<file path="src/rtl/sfdd_pkg.sv">
// Package for the scrolling four-digit display controller.
// Holds command and mode codes, character constants, the output beat type
// and the glyph helper functions. Depends on nothing.
package sfdd_pkg;

	// Command codes (input tuser)
	localparam logic [2:0] OP_TICK      = 3'd0;
	localparam logic [2:0] OP_MODE      = 3'd1;
	localparam logic [2:0] OP_STR_START = 3'd2;
	localparam logic [2:0] OP_STR_CHAR  = 3'd3;
	localparam logic [2:0] OP_HEX       = 3'd4;

	// Display modes
	localparam logic [2:0] MODE_OFF    = 3'd0;
	localparam logic [2:0] MODE_RUN    = 3'd1;
	localparam logic [2:0] MODE_ANIM   = 3'd2;
	localparam logic [2:0] MODE_STATIC = 3'd3;
	localparam logic [2:0] MODE_SCROLL = 3'd4;
	localparam logic [2:0] MODE_ONCE   = 3'd5;

	// Constant beat sources
	localparam logic [1:0] KIND_OFF  = 2'd0;
	localparam logic [1:0] KIND_RUN  = 2'd1;
	localparam logic [1:0] KIND_ANIM = 2'd2;

	// Character codes
	localparam logic [7:0] CH_SPACE   = 8'h20;
	localparam logic [7:0] CH_LOWER_A = 8'h61;
	localparam logic [7:0] CH_LOWER_Z = 8'h7A;
	localparam logic [7:0] CASE_BIT   = 8'h20;
	localparam logic [6:0] GL_SPACE   = 7'h20;
	localparam logic [6:0] GL_NULL    = 7'h00;
	localparam logic [6:0] GL_DASH    = 7'h2D;
	localparam logic [6:0] GL_BSLASH  = 7'h5C;
	localparam logic [6:0] GL_ONE     = 7'h31;
	localparam logic [6:0] GL_SLASH   = 7'h2F;
	localparam logic [6:0] GL_R       = 7'h52;
	localparam logic [6:0] GL_U       = 7'h55;
	localparam logic [6:0] GL_N       = 7'h4E;

	localparam logic [3:0] HEX_TEN    = 4'hA;
	localparam logic [7:0] HEX_NUM0   = 8'h30;
	localparam logic [7:0] HEX_ALPHA  = 8'h37;

	localparam logic [1:0] LAST_DIGIT = 2'd3;
	localparam logic [2:0] NUM_DIGITS = 3'd4;

	// Output queue
	localparam int OFIFO_DEPTH = 8;
	localparam int OFIFO_PW    = 3;
	localparam logic [OFIFO_PW:0] OFIFO_ROOM = 4'd5;

	// One digit write
	typedef struct packed {
		logic [1:0] digit;
		logic [6:0] glyph;
		logic       last;
	} beat_t;

	// Fold lowercase to uppercase, keep seven bits
	function automatic logic [6:0] fold_glyph(input logic [7:0] ch);
		logic [7:0] c;
		c = ch;
		if (ch >= CH_LOWER_A && ch <= CH_LOWER_Z)
			c = ch & ~CASE_BIT;
		return c[6:0];
	endfunction

	// One uppercase hex digit
	function automatic logic [7:0] hex_digit(input logic [3:0] v);
		logic [7:0] r;
		if (v < HEX_TEN)
			r = HEX_NUM0 + {4'd0, v};
		else
			r = HEX_ALPHA + {4'd0, v};
		return r;
	endfunction

	// Spinner glyph from timer bits 4:3
	function automatic logic [6:0] anim_glyph(input logic [4:0] tc);
		logic [6:0] g;
		case (tc[4:3])
			2'd0:    g = GL_DASH;
			2'd1:    g = GL_BSLASH;
			2'd2:    g = GL_ONE;
			default: g = GL_SLASH;
		endcase
		return g;
	endfunction

	// Beats that do not come from the text store
	function automatic beat_t const_beat(input logic [1:0] kind, input logic [2:0] step,
			input logic [4:0] tc);
		beat_t b;
		b.digit = step[1:0];
		b.glyph = GL_SPACE;
		b.last  = 1'b0;
		case (kind)
			KIND_RUN: begin
				case (step)
					3'd0:    b.glyph = GL_R;
					3'd1:    b.glyph = GL_U;
					3'd2:    b.glyph = GL_N;
					3'd3:    b.glyph = GL_DASH;
					default: begin
						b.digit = LAST_DIGIT;
						b.glyph = anim_glyph(tc);
						b.last  = 1'b1;
					end
				endcase
			end
			KIND_ANIM: begin
				b.digit = LAST_DIGIT;
				b.glyph = anim_glyph(tc);
				b.last  = 1'b1;
			end
			default: begin
				if (step[1:0] == LAST_DIGIT) begin
					b.glyph = GL_NULL;
					b.last  = 1'b1;
				end
			end
		endcase
		return b;
	endfunction

endpackage

</file>
<file path="src/rtl/sfdd_mem.sv">
// Text store: single-port synchronous RAM with a registered read.
// Per-entry valid flops make unwritten entries read as zero after reset.
// Depends on nothing.
module sfdd_mem #(
	parameter int TEXT_DEPTH = 32
) (
	input  logic                          clk,
	input  logic                          arst_n,
	input  logic                          we,
	input  logic                          re,
	input  logic [$clog2(TEXT_DEPTH)-1:0] addr,
	input  logic [7:0]                    wdata,
	output logic [7:0]                    rdata
);
	logic [7:0]            mem_q [TEXT_DEPTH];
	logic [7:0]            rd_s1;
	logic                  rd_vld_s1;
	logic [TEXT_DEPTH-1:0] valid_q;

	// RAM array and read register
	always_ff @(posedge clk) begin
		if (we)
			mem_q[addr] <= wdata;
		if (re)
			rd_s1 <= mem_q[addr];
	end

	// Written marks
	always_ff @(posedge clk or negedge arst_n) begin
		if (!arst_n) begin
			valid_q   <= '0;
			rd_vld_s1 <= 1'b0;
		end else begin
			if (we)
				valid_q[addr] <= 1'b1;
			if (re)
				rd_vld_s1 <= valid_q[addr];
		end
	end

	assign rdata = rd_vld_s1 ? rd_s1 : 8'd0;

endmodule

</file>
<file path="src/rtl/sfdd_ofifo.sv">
// Output queue of digit-write beats between sequencer and master port.
// Depends on sfdd_pkg.
module sfdd_ofifo
	import sfdd_pkg::*;
(
	input  logic              clk,
	input  logic              arst_n,
	input  logic              push,
	input  beat_t             push_beat,
	input  logic              pop,
	output logic              out_valid,
	output beat_t             out_beat,
	output logic [OFIFO_PW:0] free
);
	beat_t                fifo_q [OFIFO_DEPTH];
	logic [OFIFO_PW-1:0]  wptr_q;
	logic [OFIFO_PW-1:0]  rptr_q;
	logic [OFIFO_PW:0]    count_q;
	logic                 do_pop;

	assign out_valid = (count_q != '0);
	assign out_beat  = fifo_q[rptr_q];
	assign do_pop    = pop && out_valid;
	assign free      = (OFIFO_PW+1)'(OFIFO_DEPTH) - count_q;

	// Storage
	always_ff @(posedge clk) begin
		if (push)
			fifo_q[wptr_q] <= push_beat;
	end

	// Pointers and fill level
	always_ff @(posedge clk or negedge arst_n) begin
		if (!arst_n) begin
			wptr_q  <= '0;
			rptr_q  <= '0;
			count_q <= '0;
		end else begin
			if (push)
				wptr_q <= wptr_q + 1'b1;
			if (do_pop)
				rptr_q <= rptr_q + 1'b1;
			case ({push, do_pop})
				2'b10:   count_q <= count_q + 1'b1;
				2'b01:   count_q <= count_q - 1'b1;
				default: count_q <= count_q;
			endcase
		end
	end

endmodule

</file>
<file path="src/rtl/sfdd_seq.sv">
// Command sequencer: holds mode, timer, length, offset and fill index, and
// runs read and write sequences on the text store. Depends on sfdd_pkg.
module sfdd_seq
	import sfdd_pkg::*;
#(
	parameter int TEXT_DEPTH = 32
) (
	input  logic                          clk,
	input  logic                          arst_n,
	input  logic                          in_valid,
	output logic                          in_ready,
	input  logic [2:0]                    op,
	input  logic [2:0]                    new_mode,
	input  logic                          append,
	input  logic [7:0]                    text_char,
	input  logic [7:0]                    hex_value,
	output logic                          mem_we,
	output logic                          mem_re,
	output logic [$clog2(TEXT_DEPTH)-1:0] mem_addr,
	output logic [7:0]                    mem_wdata,
	input  logic [7:0]                    mem_rdata,
	input  logic [OFIFO_PW:0]             fifo_free,
	output logic                          push,
	output beat_t                         push_beat
);
	localparam int IW = $clog2(TEXT_DEPTH);
	localparam int AW = IW + 1;

	localparam logic [1:0] ST_IDLE  = 2'd0;
	localparam logic [1:0] ST_EMIT  = 2'd1;
	localparam logic [1:0] ST_READ  = 2'd2;
	localparam logic [1:0] ST_WRITE = 2'd3;

	logic [1:0]    state_q;
	logic [2:0]    mode_q;
	logic [4:0]    tick_q;
	logic [IW-1:0] len_q;
	logic [IW-1:0] off_q;
	logic [IW-1:0] fill_q;
	logic [2:0]    step_q;
	logic [1:0]    kind_q;
	logic [IW-1:0] base_q;
	logic [IW-1:0] wr_addr_q;
	logic [7:0]    wr_data_q;
	logic [1:0]    wr_left_q;
	logic          rd_pend_s1;
	logic          rd_oor_s1;
	logic [1:0]    rd_digit_s1;

	logic          accept;
	logic [4:0]    tc_next;
	logic [IW-1:0] start_fi;
	logic          char_ok;
	logic [IW-1:0] hex_pos;
	logic          hex_ok;
	logic [AW-1:0] hex_end;
	logic [IW-1:0] hex_len;
	logic          scroll_go;
	logic          scroll_adv;
	logic [AW-1:0] rd_addr_ext;
	logic          rd_in_range;
	logic          rd_issue;
	beat_t         emit_beat;

	assign in_ready = (state_q == ST_IDLE) && (fifo_free >= OFIFO_ROOM);
	assign accept   = in_valid && in_ready;
	assign tc_next  = tick_q + 5'd1;

	// Command decode helpers
	assign start_fi   = append ? len_q : '0;
	assign char_ok    = (text_char != 8'd0) && (fill_q < IW'(TEXT_DEPTH - 1));
	assign hex_pos    = append ? len_q : '0;
	assign hex_ok     = ({1'b0, hex_pos} + AW'(3)) < AW'(TEXT_DEPTH);
	assign hex_end    = {1'b0, hex_pos} + AW'(2);
	assign hex_len    = (hex_end > AW'(TEXT_DEPTH - 1)) ? IW'(TEXT_DEPTH - 1) : hex_end[IW-1:0];
	assign scroll_go  = (len_q != '0) && (tc_next == 5'd0);
	assign scroll_adv = ({1'b0, off_q} + AW'(3)) <= {1'b0, len_q};

	// Read address for the current digit
	assign rd_addr_ext = {1'b0, base_q} + AW'(step_q);
	assign rd_in_range = rd_addr_ext < AW'(TEXT_DEPTH);
	assign rd_issue    = (state_q == ST_READ) && (step_q < NUM_DIGITS);
	assign emit_beat   = const_beat(kind_q, step_q, tick_q);

	// Store port
	always_comb begin
		mem_we    = 1'b0;
		mem_re    = 1'b0;
		mem_addr  = '0;
		mem_wdata = 8'd0;
		if (accept) begin
			case (op)
				OP_STR_START: begin
					mem_we    = 1'b1;
					mem_addr  = start_fi;
					mem_wdata = CH_SPACE;
				end
				OP_STR_CHAR: begin
					mem_we    = char_ok;
					mem_addr  = fill_q;
					mem_wdata = text_char;
				end
				OP_HEX: begin
					mem_we    = hex_ok;
					mem_addr  = hex_pos;
					mem_wdata = hex_digit(hex_value[7:4]);
				end
				default: ;
			endcase
		end else if (state_q == ST_WRITE) begin
			mem_we    = 1'b1;
			mem_addr  = wr_addr_q;
			mem_wdata = wr_data_q;
		end else if (rd_issue) begin
			mem_re   = rd_in_range;
			mem_addr = rd_addr_ext[IW-1:0];
		end
	end

	// Beat toward the output queue
	always_comb begin
		push      = 1'b0;
		push_beat = emit_beat;
		if (state_q == ST_EMIT) begin
			push = 1'b1;
		end else if (rd_pend_s1) begin
			push            = 1'b1;
			push_beat.digit = rd_digit_s1;
			push_beat.glyph = rd_oor_s1 ? GL_NULL : fold_glyph(mem_rdata);
			push_beat.last  = (rd_digit_s1 == LAST_DIGIT);
		end
	end

	// Read pipeline tags
	always_ff @(posedge clk or negedge arst_n) begin
		if (!arst_n) begin
			rd_pend_s1 <= 1'b0;
		end else begin
			rd_pend_s1 <= rd_issue;
		end
	end

	always_ff @(posedge clk) begin
		rd_oor_s1   <= !rd_in_range;
		rd_digit_s1 <= step_q[1:0];
	end

	// Sequencer and architectural state
	always_ff @(posedge clk or negedge arst_n) begin
		if (!arst_n) begin
			state_q   <= ST_IDLE;
			mode_q    <= MODE_OFF;
			tick_q    <= '0;
			len_q     <= '0;
			off_q     <= '0;
			fill_q    <= '0;
			step_q    <= '0;
			kind_q    <= KIND_OFF;
			base_q    <= '0;
			wr_addr_q <= '0;
			wr_data_q <= '0;
			wr_left_q <= '0;
		end else begin
			unique case (state_q)
				ST_IDLE: begin
					if (accept) begin
						step_q <= '0;
						case (op)
							OP_TICK: begin
								tick_q <= tc_next;
								case (mode_q) inside
									MODE_RUN: begin
										kind_q  <= KIND_RUN;
										state_q <= ST_EMIT;
										mode_q  <= MODE_ANIM;
									end
									MODE_ANIM: begin
										kind_q  <= KIND_ANIM;
										state_q <= ST_EMIT;
									end
									MODE_STATIC: begin
										base_q  <= '0;
										state_q <= ST_READ;
									end
									MODE_SCROLL, MODE_ONCE: begin
										if (scroll_go) begin
											base_q  <= off_q;
											state_q <= ST_READ;
											if (scroll_adv) begin
												off_q <= off_q + 1'b1;
											end else begin
												off_q <= '0;
												if (mode_q == MODE_ONCE)
													mode_q <= MODE_RUN;
											end
										end
									end
									default: begin
										kind_q  <= KIND_OFF;
										state_q <= ST_EMIT;
									end
								endcase
							end
							OP_MODE: begin
								mode_q <= new_mode;
							end
							OP_STR_START: begin
								fill_q <= start_fi;
								len_q  <= start_fi;
								off_q  <= '0;
							end
							OP_STR_CHAR: begin
								if (char_ok) begin
									fill_q    <= fill_q + 1'b1;
									len_q     <= fill_q + 1'b1;
									off_q     <= '0;
									wr_addr_q <= fill_q + 1'b1;
									wr_data_q <= CH_SPACE;
									wr_left_q <= 2'd1;
									state_q   <= ST_WRITE;
								end
							end
							OP_HEX: begin
								len_q <= hex_len;
								off_q <= '0;
								if (hex_ok) begin
									wr_addr_q <= hex_pos + 1'b1;
									wr_data_q <= hex_digit(hex_value[3:0]);
									wr_left_q <= 2'd2;
									state_q   <= ST_WRITE;
								end
							end
							default: ;
						endcase
					end
				end
				ST_EMIT: begin
					step_q <= step_q + 1'b1;
					if (emit_beat.last)
						state_q <= ST_IDLE;
				end
				ST_READ: begin
					step_q <= step_q + 1'b1;
					if (step_q == NUM_DIGITS)
						state_q <= ST_IDLE;
				end
				ST_WRITE: begin
					wr_addr_q <= wr_addr_q + 1'b1;
					wr_data_q <= CH_SPACE;
					wr_left_q <= wr_left_q - 1'b1;
					if (wr_left_q == 2'd1)
						state_q <= ST_IDLE;
				end
				default: state_q <= ST_IDLE;
			endcase
		end
	end

endmodule

</file>
<file path="src/rtl/scrolling_four_digit_display_controller_top.sv">
// Top level of the scrolling four-digit display controller.
// Depends on sfdd_pkg, sfdd_mem, sfdd_ofifo and sfdd_seq.
//
// Channel   Dir  Accept at edge with      Contents
// s_axis    in   tvalid & tready          command beat (op in tuser)
// m_axis    out  tvalid & tready          digit-write beat (last in tlast)
//
// A string character writes the character and a trailing space to the
// text store, a hex byte two digits and a space. A tick writes one beat per
// constant write (off 4, run 5, animation 1), or four for static and scroll
// text from four registered store reads; a scroll tick with nothing to show
// writes nothing. Writes queue in an 8-beat output FIFO: the next command is
// taken while earlier writes wait, as long as five slots are free.
// Reset is asynchronous; the text store reads as zero until written.
module scrolling_four_digit_display_controller_top
	import sfdd_pkg::*;
#(
	parameter int TEXT_DEPTH = 32
) (
	input  logic        clk,
	input  logic        arst_n,
	input  logic        s_axis_tvalid,
	output logic        s_axis_tready,
	input  logic [23:0] s_axis_tdata,  // new_mode[2:0], append[3], text_char[11:4],
	                                   // hex_value[19:12], zero[23:20]
	input  logic [2:0]  s_axis_tuser,  // op[2:0]
	output logic        m_axis_tvalid,
	input  logic        m_axis_tready,
	output logic [15:0] m_axis_tdata,  // digit[1:0], glyph[8:2], zero[15:9]
	output logic        m_axis_tlast   // last
);
	localparam int IW = $clog2(TEXT_DEPTH);

	logic              mem_we;
	logic              mem_re;
	logic [IW-1:0]     mem_addr;
	logic [7:0]        mem_wdata;
	logic [7:0]        mem_rdata;
	logic              push;
	beat_t             push_beat;
	beat_t             out_beat;
	logic [OFIFO_PW:0] fifo_free;

	sfdd_seq #(
		.TEXT_DEPTH(TEXT_DEPTH)
	) u_seq (
		.clk       (clk),
		.arst_n    (arst_n),
		.in_valid  (s_axis_tvalid),
		.in_ready  (s_axis_tready),
		.op        (s_axis_tuser),
		.new_mode  (s_axis_tdata[2:0]),
		.append    (s_axis_tdata[3]),
		.text_char (s_axis_tdata[11:4]),
		.hex_value (s_axis_tdata[19:12]),
		.mem_we    (mem_we),
		.mem_re    (mem_re),
		.mem_addr  (mem_addr),
		.mem_wdata (mem_wdata),
		.mem_rdata (mem_rdata),
		.fifo_free (fifo_free),
		.push      (push),
		.push_beat (push_beat)
	);

	sfdd_mem #(
		.TEXT_DEPTH(TEXT_DEPTH)
	) u_mem (
		.clk    (clk),
		.arst_n (arst_n),
		.we     (mem_we),
		.re     (mem_re),
		.addr   (mem_addr),
		.wdata  (mem_wdata),
		.rdata  (mem_rdata)
	);

	sfdd_ofifo u_ofifo (
		.clk       (clk),
		.arst_n    (arst_n),
		.push      (push),
		.push_beat (push_beat),
		.pop       (m_axis_tready),
		.out_valid (m_axis_tvalid),
		.out_beat  (out_beat),
		.free      (fifo_free)
	);

	// Output beat packing
	assign m_axis_tdata = {7'd0, out_beat.glyph, out_beat.digit};
	assign m_axis_tlast = out_beat.last;

endmodule

</file>
<file path="config.mk">
export PLATFORM = sky130hd
export DESIGN_NAME = scrolling_four_digit_display_controller_top
export DESIGN_NICKNAME = d
export VERILOG_FILES = /design/src/rtl/sfdd_pkg.sv /design/src/rtl/sfdd_mem.sv /design/src/rtl/sfdd_ofifo.sv /design/src/rtl/sfdd_seq.sv /design/src/rtl/scrolling_four_digit_display_controller_top.sv
export SDC_FILE = /design/constraint.sdc
export NUM_CORES = 1
export LEC_CHECK = 0
export BUFFER_PORTS_ARGS = -buffer_cell sky130_fd_sc_hd__buf_2
export CORE_MARGIN = 1.5
export CORE_UTILIZATION = 55
export CTS_BUF_LIST = sky130_fd_sc_hd__clkbuf_2
export CTS_CLUSTER_SIZE = 28
export DETAILED_ROUTE_END_ITERATION = 16
export PLACE_DENSITY = 0.81
export RECOVER_POWER = 25
export SLEW_MARGIN = 40
export SYNTH_ARGS = -nofsm -noshare
export SYNTH_HDL_FRONTEND = slang
export SYNTH_SLANG_ARGS = --single-unit
</file>
<file path="constraint.sdc">
create_clock -name clk -period 4.05 [get_ports clk]
set_input_delay 0.405 -clock clk [delete_from_list [all_inputs] [get_ports clk]]
set_output_delay 0.405 -clock clk [all_outputs]
set_load 0.01 [all_outputs]
</file>
==> results.ini, run 1 <==
[timing]
drv_slew=97
setup_tns_ns=0
fin_crit_sh_pct=93.4
relSlewSlack_pct=-97.9
setup_viol_count_final=0
tightest_slew_ns=2.97
finalCriticalPeriod_ns=3.78
rsz0062_at_grt=no
finClkSkew_ns=0.105
hold_violations=0
clock.fmax_mhz=264

[logic_synthesis]
ys_warn_count=0
synth_compound_area_share_pct=12.7
yosys_register_bits=440
synth_edf_count=344
synth_top_family_by_area=compound AO/OA/AOI/OAI gates
synth_area_mm2=0.0191
synthXorXnorAreaFrac_pct=1.33
yosys.area_share.adder_pct=2.89
synthFlopType=edfxtp_1
synthMuxAreaShare_pct=3.86
ys_seq_area_share_pct=66.5
synth-simple-area-share_pct=9.83
syn_avg_cell_area_um2=13.2
ys_types=70
syn_inst=1447
async_reset_ff_share_pct=21.1

[clock_tree]
cts_made_buffers=101
cts_tree=yes
clk_latency_ns=1.00
post-cts-setup-buffers=0
cts_root_buf=clkbuf_2
ctsHtreeMaxLevel=3
clock_path_buffers=3
cts.sinks=440
clk_pin_slew_worst_paths_ns=0.11

[route]
drt-initial-drc-count=1859
first_pass_iters=10
ant_nets=0
route.detailed.drc=0
wl_per_cell_um=21.0
vias=13300
via_per_inst=6.18
drt-total-wl_um=45100

[place]
placed_area_mm2=0.0203
dpl.hpwl_um=28900
place_inst=1946
gp_congestion=0.910
io_buffers=38

[grt]
grt_first_pass_wirelength_um=70800
antenna_found_initial=1
grt_pass1_vias=13200
grt_util_all_layers_pct=25.6
grt_overflow_total=0
grt_max_degree=64

[flow_run]
maxCapViolations=2

[pwr]
total_power_mw=13.0
peakVddDrop_v=0.000507
power_density_mw_per_mm2=609
p_leak_nw=7.98

[cells_and_area]
design_area_mm2=0.0214
nets=1689
syn_to_final_growth_pct=11.8
drive_gt1_share_pct=21.6
final_cells=2145

[floorplanning]
die_w_um=189
start_util_pct=55.6
die_area_mm2=0.0359
io_pins=50
fp.coreArea_mm2=0.0344
row_count=68
die_y_um=189

[status]
status=complete, but fails checks
violations=capacitance limit, slew limit

[worst_setup_path]
worst_setup_path_start_kind=flip-flop
critPathMostFrequentCell=nand2_1
worstPathArrival_ns=4.50
critPathSlowestCell=nor4_1
max_stage_delay_ns=0.52
cp.required_ns=4.76
cp_cell_sequence=ha_1 > fa_1 > nand2_1 > o21a_1 > a31o_2 > buf_4 > a222oi_1 > a21oi_1 > nor4_1 > nand2_1
path_class=reg2reg
setup.worst_path.end_class=flip-flop
crit_path_max_fanout=20
crit_family=compound AO/OA/AOI/OAI gates
path_buf_inv=1

[worst_hold_path]
hp-class=in2reg

cells in the final DEF, fill, tap and decap left out, types with 41 or more instances in the layout:
cell type  Yosys  layout
a21oi_1      106     105
a222oi_1      72      72
buf_4          8      67
clkbuf_2       1     154
dfrtp_1       93      92
edfxtp_1     344     344
ha_1          41      41
inv_1         43      43
nand2_1      184     184
nor2_1        75      75
o21ai_0       66      55
final cells by class:
type                       count  area [µm²]
fill                        2596       13000
sequential                   440       12700
multi-input combinational    888        5980
timing repair buffer         140        1050
clock buffer                 154         771
tap                          455         569
inverter                      44         165
clock inverter                23         120
antenna                        1        2.50
worst register-to-register path, delay by kind of cell, from the launching register on:
kind	cells	cell delay, ns
buffers and inverters	1	0.29
AO/OA/AOI/OAI	4	1.35
flip-flops	1	0.45
adder cells (fa/ha/maj)	2	0.72
AND/OR/NAND/NOR	3	0.73
cell usage after synthesis (3+ instances only):
library cell | n | area share (%)
nand2b_1 | 6 | 0.20
nand3_1 | 37 | 0.97
nand4_1 | 4 | 0.13
a31oi_1 | 13 | 0.43
mux2i_1 | 4 | 0.21
inv_1 | 43 | 0.84
a21boi_0 | 10 | 0.39
a22oi_1 | 6 | 0.24
nor3b_1 | 3 | 0.12
nor2_1 | 75 | 1.5
nor3_1 | 13 | 0.34
or4_1 | 5 | 0.20
o21a_1 | 6 | 0.24
nand2_1 | 184 | 3.6
dfxtp_1 | 3 | 0.31
dfrtp_1 | 93 | 12
and3_1 | 5 | 0.16
o32ai_1 | 4 | 0.18
a21oi_1 | 106 | 2.8
mux2_2 | 22 | 1.3
nor2b_1 | 7 | 0.23
a222oi_1 | 72 | 3.8
buf_2 | 33 | 0.86
buf_4 | 8 | 0.31
o211ai_1 | 3 | 0.12
buf_1 | 11 | 0.22
o31ai_1 | 12 | 0.47
o22ai_1 | 14 | 0.46
a21o_1 | 10 | 0.39
xor2_1 | 6 | 0.27
clkbuf_1 | 26 | 0.51
or2_2 | 32 | 1.0
nor4_1 | 17 | 0.56
o21ai_1 | 3 | 0.078
ha_1 | 41 | 2.7
edfxtp_1 | 344 | 54
o21ai_0 | 66 | 1.7
a221oi_1 | 4 | 0.18
and2_1 | 6 | 0.20
xnor2_1 | 23 | 1.1
mux4_2 | 20 | 2.4
a211oi_1 | 6 | 0.24
state kept, by name, summed over array words and instances, names as in the netlist, 4 cells and up:
name / flops
u_seq.wr_data_q: 7
u_seq.len_q: 5
u_mem.valid_q: 32
u_mem.mem_q: 256
u_ofifo.count_q: 4
u_seq.base_q: 5
u_mem.rd_s1: 8
u_seq.tick_q: 5
u_seq.fill_q: 5
u_seq.off_q: 5
u_seq.wr_addr_q: 5
u_ofifo.fifo_q: 80
per-stage QoR:
stage / hold WS, ns / util, % / worst slack, ns
after floorplan: 0.109 / - / 0.728
after global placement: 0.462 / 59.0 / 0.345
after detailed placement: 0.474 / 59.1 / 0.302
after CTS: 0.00757 / 62.2 / 0.307
after global routing: 0.206 / 62.2 / 0.0913
final: 0.212 / 62.2 / 0.265
worst paths after layout:
check	start	slack, ns	to	cells past startpoint
max	u_seq.step_q[0]	0.27	u_mem.rd_s1[7]	10
min	s_axis_tdata[8]	0.21	u_mem.mem_q[12][4]	4
max reg2reg	u_seq.step_q[0]	0.27	u_mem.rd_s1[7]	10
min reg2reg	u_seq.step_q[0]	0.45	u_seq.rd_digit_s1[0]	0
max in group asynchronous	arst_n	0.58	u_ofifo.rptr_q[1]	3
min in group asynchronous	arst_n	1.58	u_seq.base_q[3]	3
kinds of logic (layout without fill, tap and decap cells):
family | count (synthesis) | after routing
other | 1 | 8
AO/OA/AOI/OAI | 356 | 356
AND/OR/NAND/NOR | 407 | 407
adder cells (fa/ha/maj) | 43 | 43
buffers and inverters | 125 | 361
flip-flops | 440 | 440
multiplexers | 46 | 46
XOR/XNOR | 29 | 29
power breakdown:
group          switching (mW)  internal, mW
sequential              0.483          5.63
combinational            2.56          1.64
clock                    1.65          1.06
what timing repair did:
action | in CTS | in global routing
endpoints found under the hold margin | 84 | 36
resized for setup | 0 | 1
endpoints found under the setup margin | 0 | 1
hold buffers | 20 | 1
metal layers:
layer	share of wire, %	global-route usage, %	vias up
met1	38	33.9	6434
met3	9.6	5.00	126
met5	0	0	-
li1	-	-	5947
met4	3.5	11.4	0
met2	49	41.2	756
Power figures use the tool's default switching activity.
==> run 2, diff against run 1 <==
--- a/config.mk
+++ b/config.mk
@@ -8,7 +8,7 @@
 export BUFFER_PORTS_ARGS = -buffer_cell sky130_fd_sc_hd__buf_2
 export CORE_MARGIN = 1.5
 export CORE_UTILIZATION = 55
-export CTS_BUF_LIST = sky130_fd_sc_hd__clkbuf_2
+export CTS_BUF_LIST = sky130_fd_sc_hd__clkbuf_4 sky130_fd_sc_hd__clkbuf_8
 export CTS_CLUSTER_SIZE = 28
 export DETAILED_ROUTE_END_ITERATION = 16
 export PLACE_DENSITY = 0.81
==> run 2 against run 1 <==
Combinational power shrank 1%. The flow still finishes with violations (capacitance limit, slew limit). Global-route usage is essentially flat. Final area grew 1.1%. Via count shrank 0.73%. Total power grew 6.8%. Die area is the same. Clock-buffer cell count shrank 56. Maximum frequency shrank 0.52%. Cell count shrank 3.4%. Wire length is essentially flat. Critical endpoint unchanged. Setup slack lost 0.020 ns.
==> results.ini, run 2 (synthesized netlist as in run 1, its figures left out) <==
[status]
status=complete, but fails checks
violations=capacitance limit, slew limit

[route]
ant_nets=0
vias=13200
via_per_inst=6.35
drt-total-wl_um=45100
drt-initial-drc-count=1909
route.detailed.drc=0
first_pass_iters=8
wl_per_cell_um=21.8

[worst_hold_path]
holdPathEnd=u_seq.mode_q[2]
min_from=s_axis_tdata[2]
min_path_cells=3
hp-class=in2reg

[clock_tree]
clk_latency_ns=0.61
cts_made_buffers=70
post-cts-setup-buffers=0
clk_pin_slew_worst_paths_ns=0.07
clock_path_buffers=3
cts_tree=yes
postCtsResizedCells=0
postCtsHoldBufs=1
cts.sinks=440
ctsHtreeMaxLevel=3
cts_root_buf=clkbuf_8

[flow_run]
maxCapViolations=2

[timing]
drv_slew=97
setup_tns_ns=0
finClkSkew_ns=0.0347
hold_violations=0
whs_ns=0.0428
setup_viol_count_final=0
layout_setup_ws_ns=0.246
finalCriticalPeriod_ns=3.80
tightest_slew_ns=2.91
clock.fmax_mhz=263
fin_crit_sh_pct=93.9
relSlewSlack_pct=-93.7
rsz0062_at_grt=no

[worst_setup_path]
worstReg2RegStart=u_seq.step_q[0]
crit_path_max_fanout=20
worstPathArrival_ns=4.12
reg2reg_depth=10
worst_setup_path_start_kind=flip-flop
path_class=reg2reg
r2r_setup_slack_ns=0.25
cp_cell_sequence=ha_1 > fa_1 > nand2_1 > o21a_1 > a31o_2 > buf_4 > a222oi_1 > a21oi_1 > nor4_1 > nand2_1
critPathMostFrequentCell=nand2_1
r2r_end=u_mem.rd_s1[7]
setup.worst_path.end_class=flip-flop
critPathSlowestCell=nor4_1
crit_family=compound AO/OA/AOI/OAI gates
max_stage_delay_ns=0.51
cp.required_ns=4.37
path_buf_inv=1

[cells_and_area]
nets=1638
top_register=u_mem.mem_q
syn_to_final_growth_pct=13.0
antenna-diode-count=0
final_cells=2073
largest_reg_flops=256
final_util_pct=62.9
reg.largest.list=u_mem.mem_q (256), u_ofifo.fifo_q (80), u_mem.valid_q (32)
final_cell_mix=344 x edfxtp_1, 184 x nand2_1, 105 x a21oi_1
final_common_cell=edfxtp_1
num-fill-cells=2532
drive_gt1_share_pct=19.7

[floorplanning]
die_y_um=189
die_area_mm2=0.0359
start_util_pct=55.6
fp.coreArea_mm2=0.0344
row_count=68
io_pins=50
die_w_um=189

[pwr]
comb_power_share_pct=29.9
p_leak_nw=7.92
internal_power_mw=9.18
power_density_mw_per_mm2=643
clockPowerShare_pct=26.1
power_frac_seq_pct=44.0
peakVddDrop_v=0.000659
switching_share_pct=34.0
power.switching_mw=4.73

[grt]
grt_pass1_vias=12900
grt_overflow_total=0
antenna_found_initial=0
grt_max_degree=64
grt_first_pass_wirelength_um=70900
grt_util_all_layers_pct=25.6

[place]
place_inst=1946
gp_congestion=0.910
io_buffers=38
pre_cts_ws_ns=0.302
dpl.hpwl_um=28900

==> run 2: worst max-delay path by stage <==
stage | start | to | slack, ns | depth (start not counted)
global placement | u_seq.step_q[0] | u_mem.rd_s1[7] | 0.35 | 10
finish | u_seq.step_q[0] | u_mem.rd_s1[7] | 0.25 | 10
floorplan | u_seq.state_q[0] | u_mem.mem_q[0][0] | 0.73 | 7
detailed placement | u_seq.step_q[0] | u_mem.rd_s1[7] | 0.30 | 10
global route | u_seq.step_q[0] | u_mem.rd_s1[2] | 0.005 | 10
CTS | u_seq.step_q[0] | u_mem.rd_s1[7] | 0.29 | 10
==> run 2: per-layer routing <==
metal | track usage, % | part of all wire (%) | up-vias
met5 | 0 | 0 | -
met4 | 10.9 | 3.9 | 0
met3 | 4.73 | 9.0 | 131
met2 | 41.2 | 48 | 757
met1 | 34.3 | 39 | 6485
li1 | - | - | 5793
==> run 2: layout make-up <==
class / count / area (µm²) / area share, %
Clock buffer: 98 / 1190 / 5.52
Clock inverter: 28 / 153 / 0.706
Inverter: 44 / 165 / 0.764
Multi-Input combinational cell: 888 / 5970 / 27.6
Sequential cell: 440 / 12700 / 58.8
Tap cell: 455 / 569 / 2.63
Timing Repair Buffer: 120 / 846 / 3.91
==> run 2: worst register-to-register path: cells and delay by family, from the launching register on <==
family	cells	cell delay [ns]
compound gates	4	1.34
fa+ha+maj	2	0.72
simple gates	3	0.72
buf+inv	1	0.29
flops	1	0.45
==> run 2: power by group through the flow <==
stage	Clock (mW)	Sequential [mW]	Combinational [mW]
after global routing	3.87	6.18	4.53
after global placement	0	6.16	3.92
after detailed placement	0	6.20	4.10
after CTS	3.68	6.11	4.13
after floorplan	0	5.99	2.88
final	3.63	6.12	4.15
==> run 2: through the flow <==
step	power [mW]	cell area [µm²]
global placement	10.1	20300
CTS	13.9	21700
global route	14.6	21600
finish	13.9	21600
floorplan	8.87	19100
detailed placement	10.3	20300
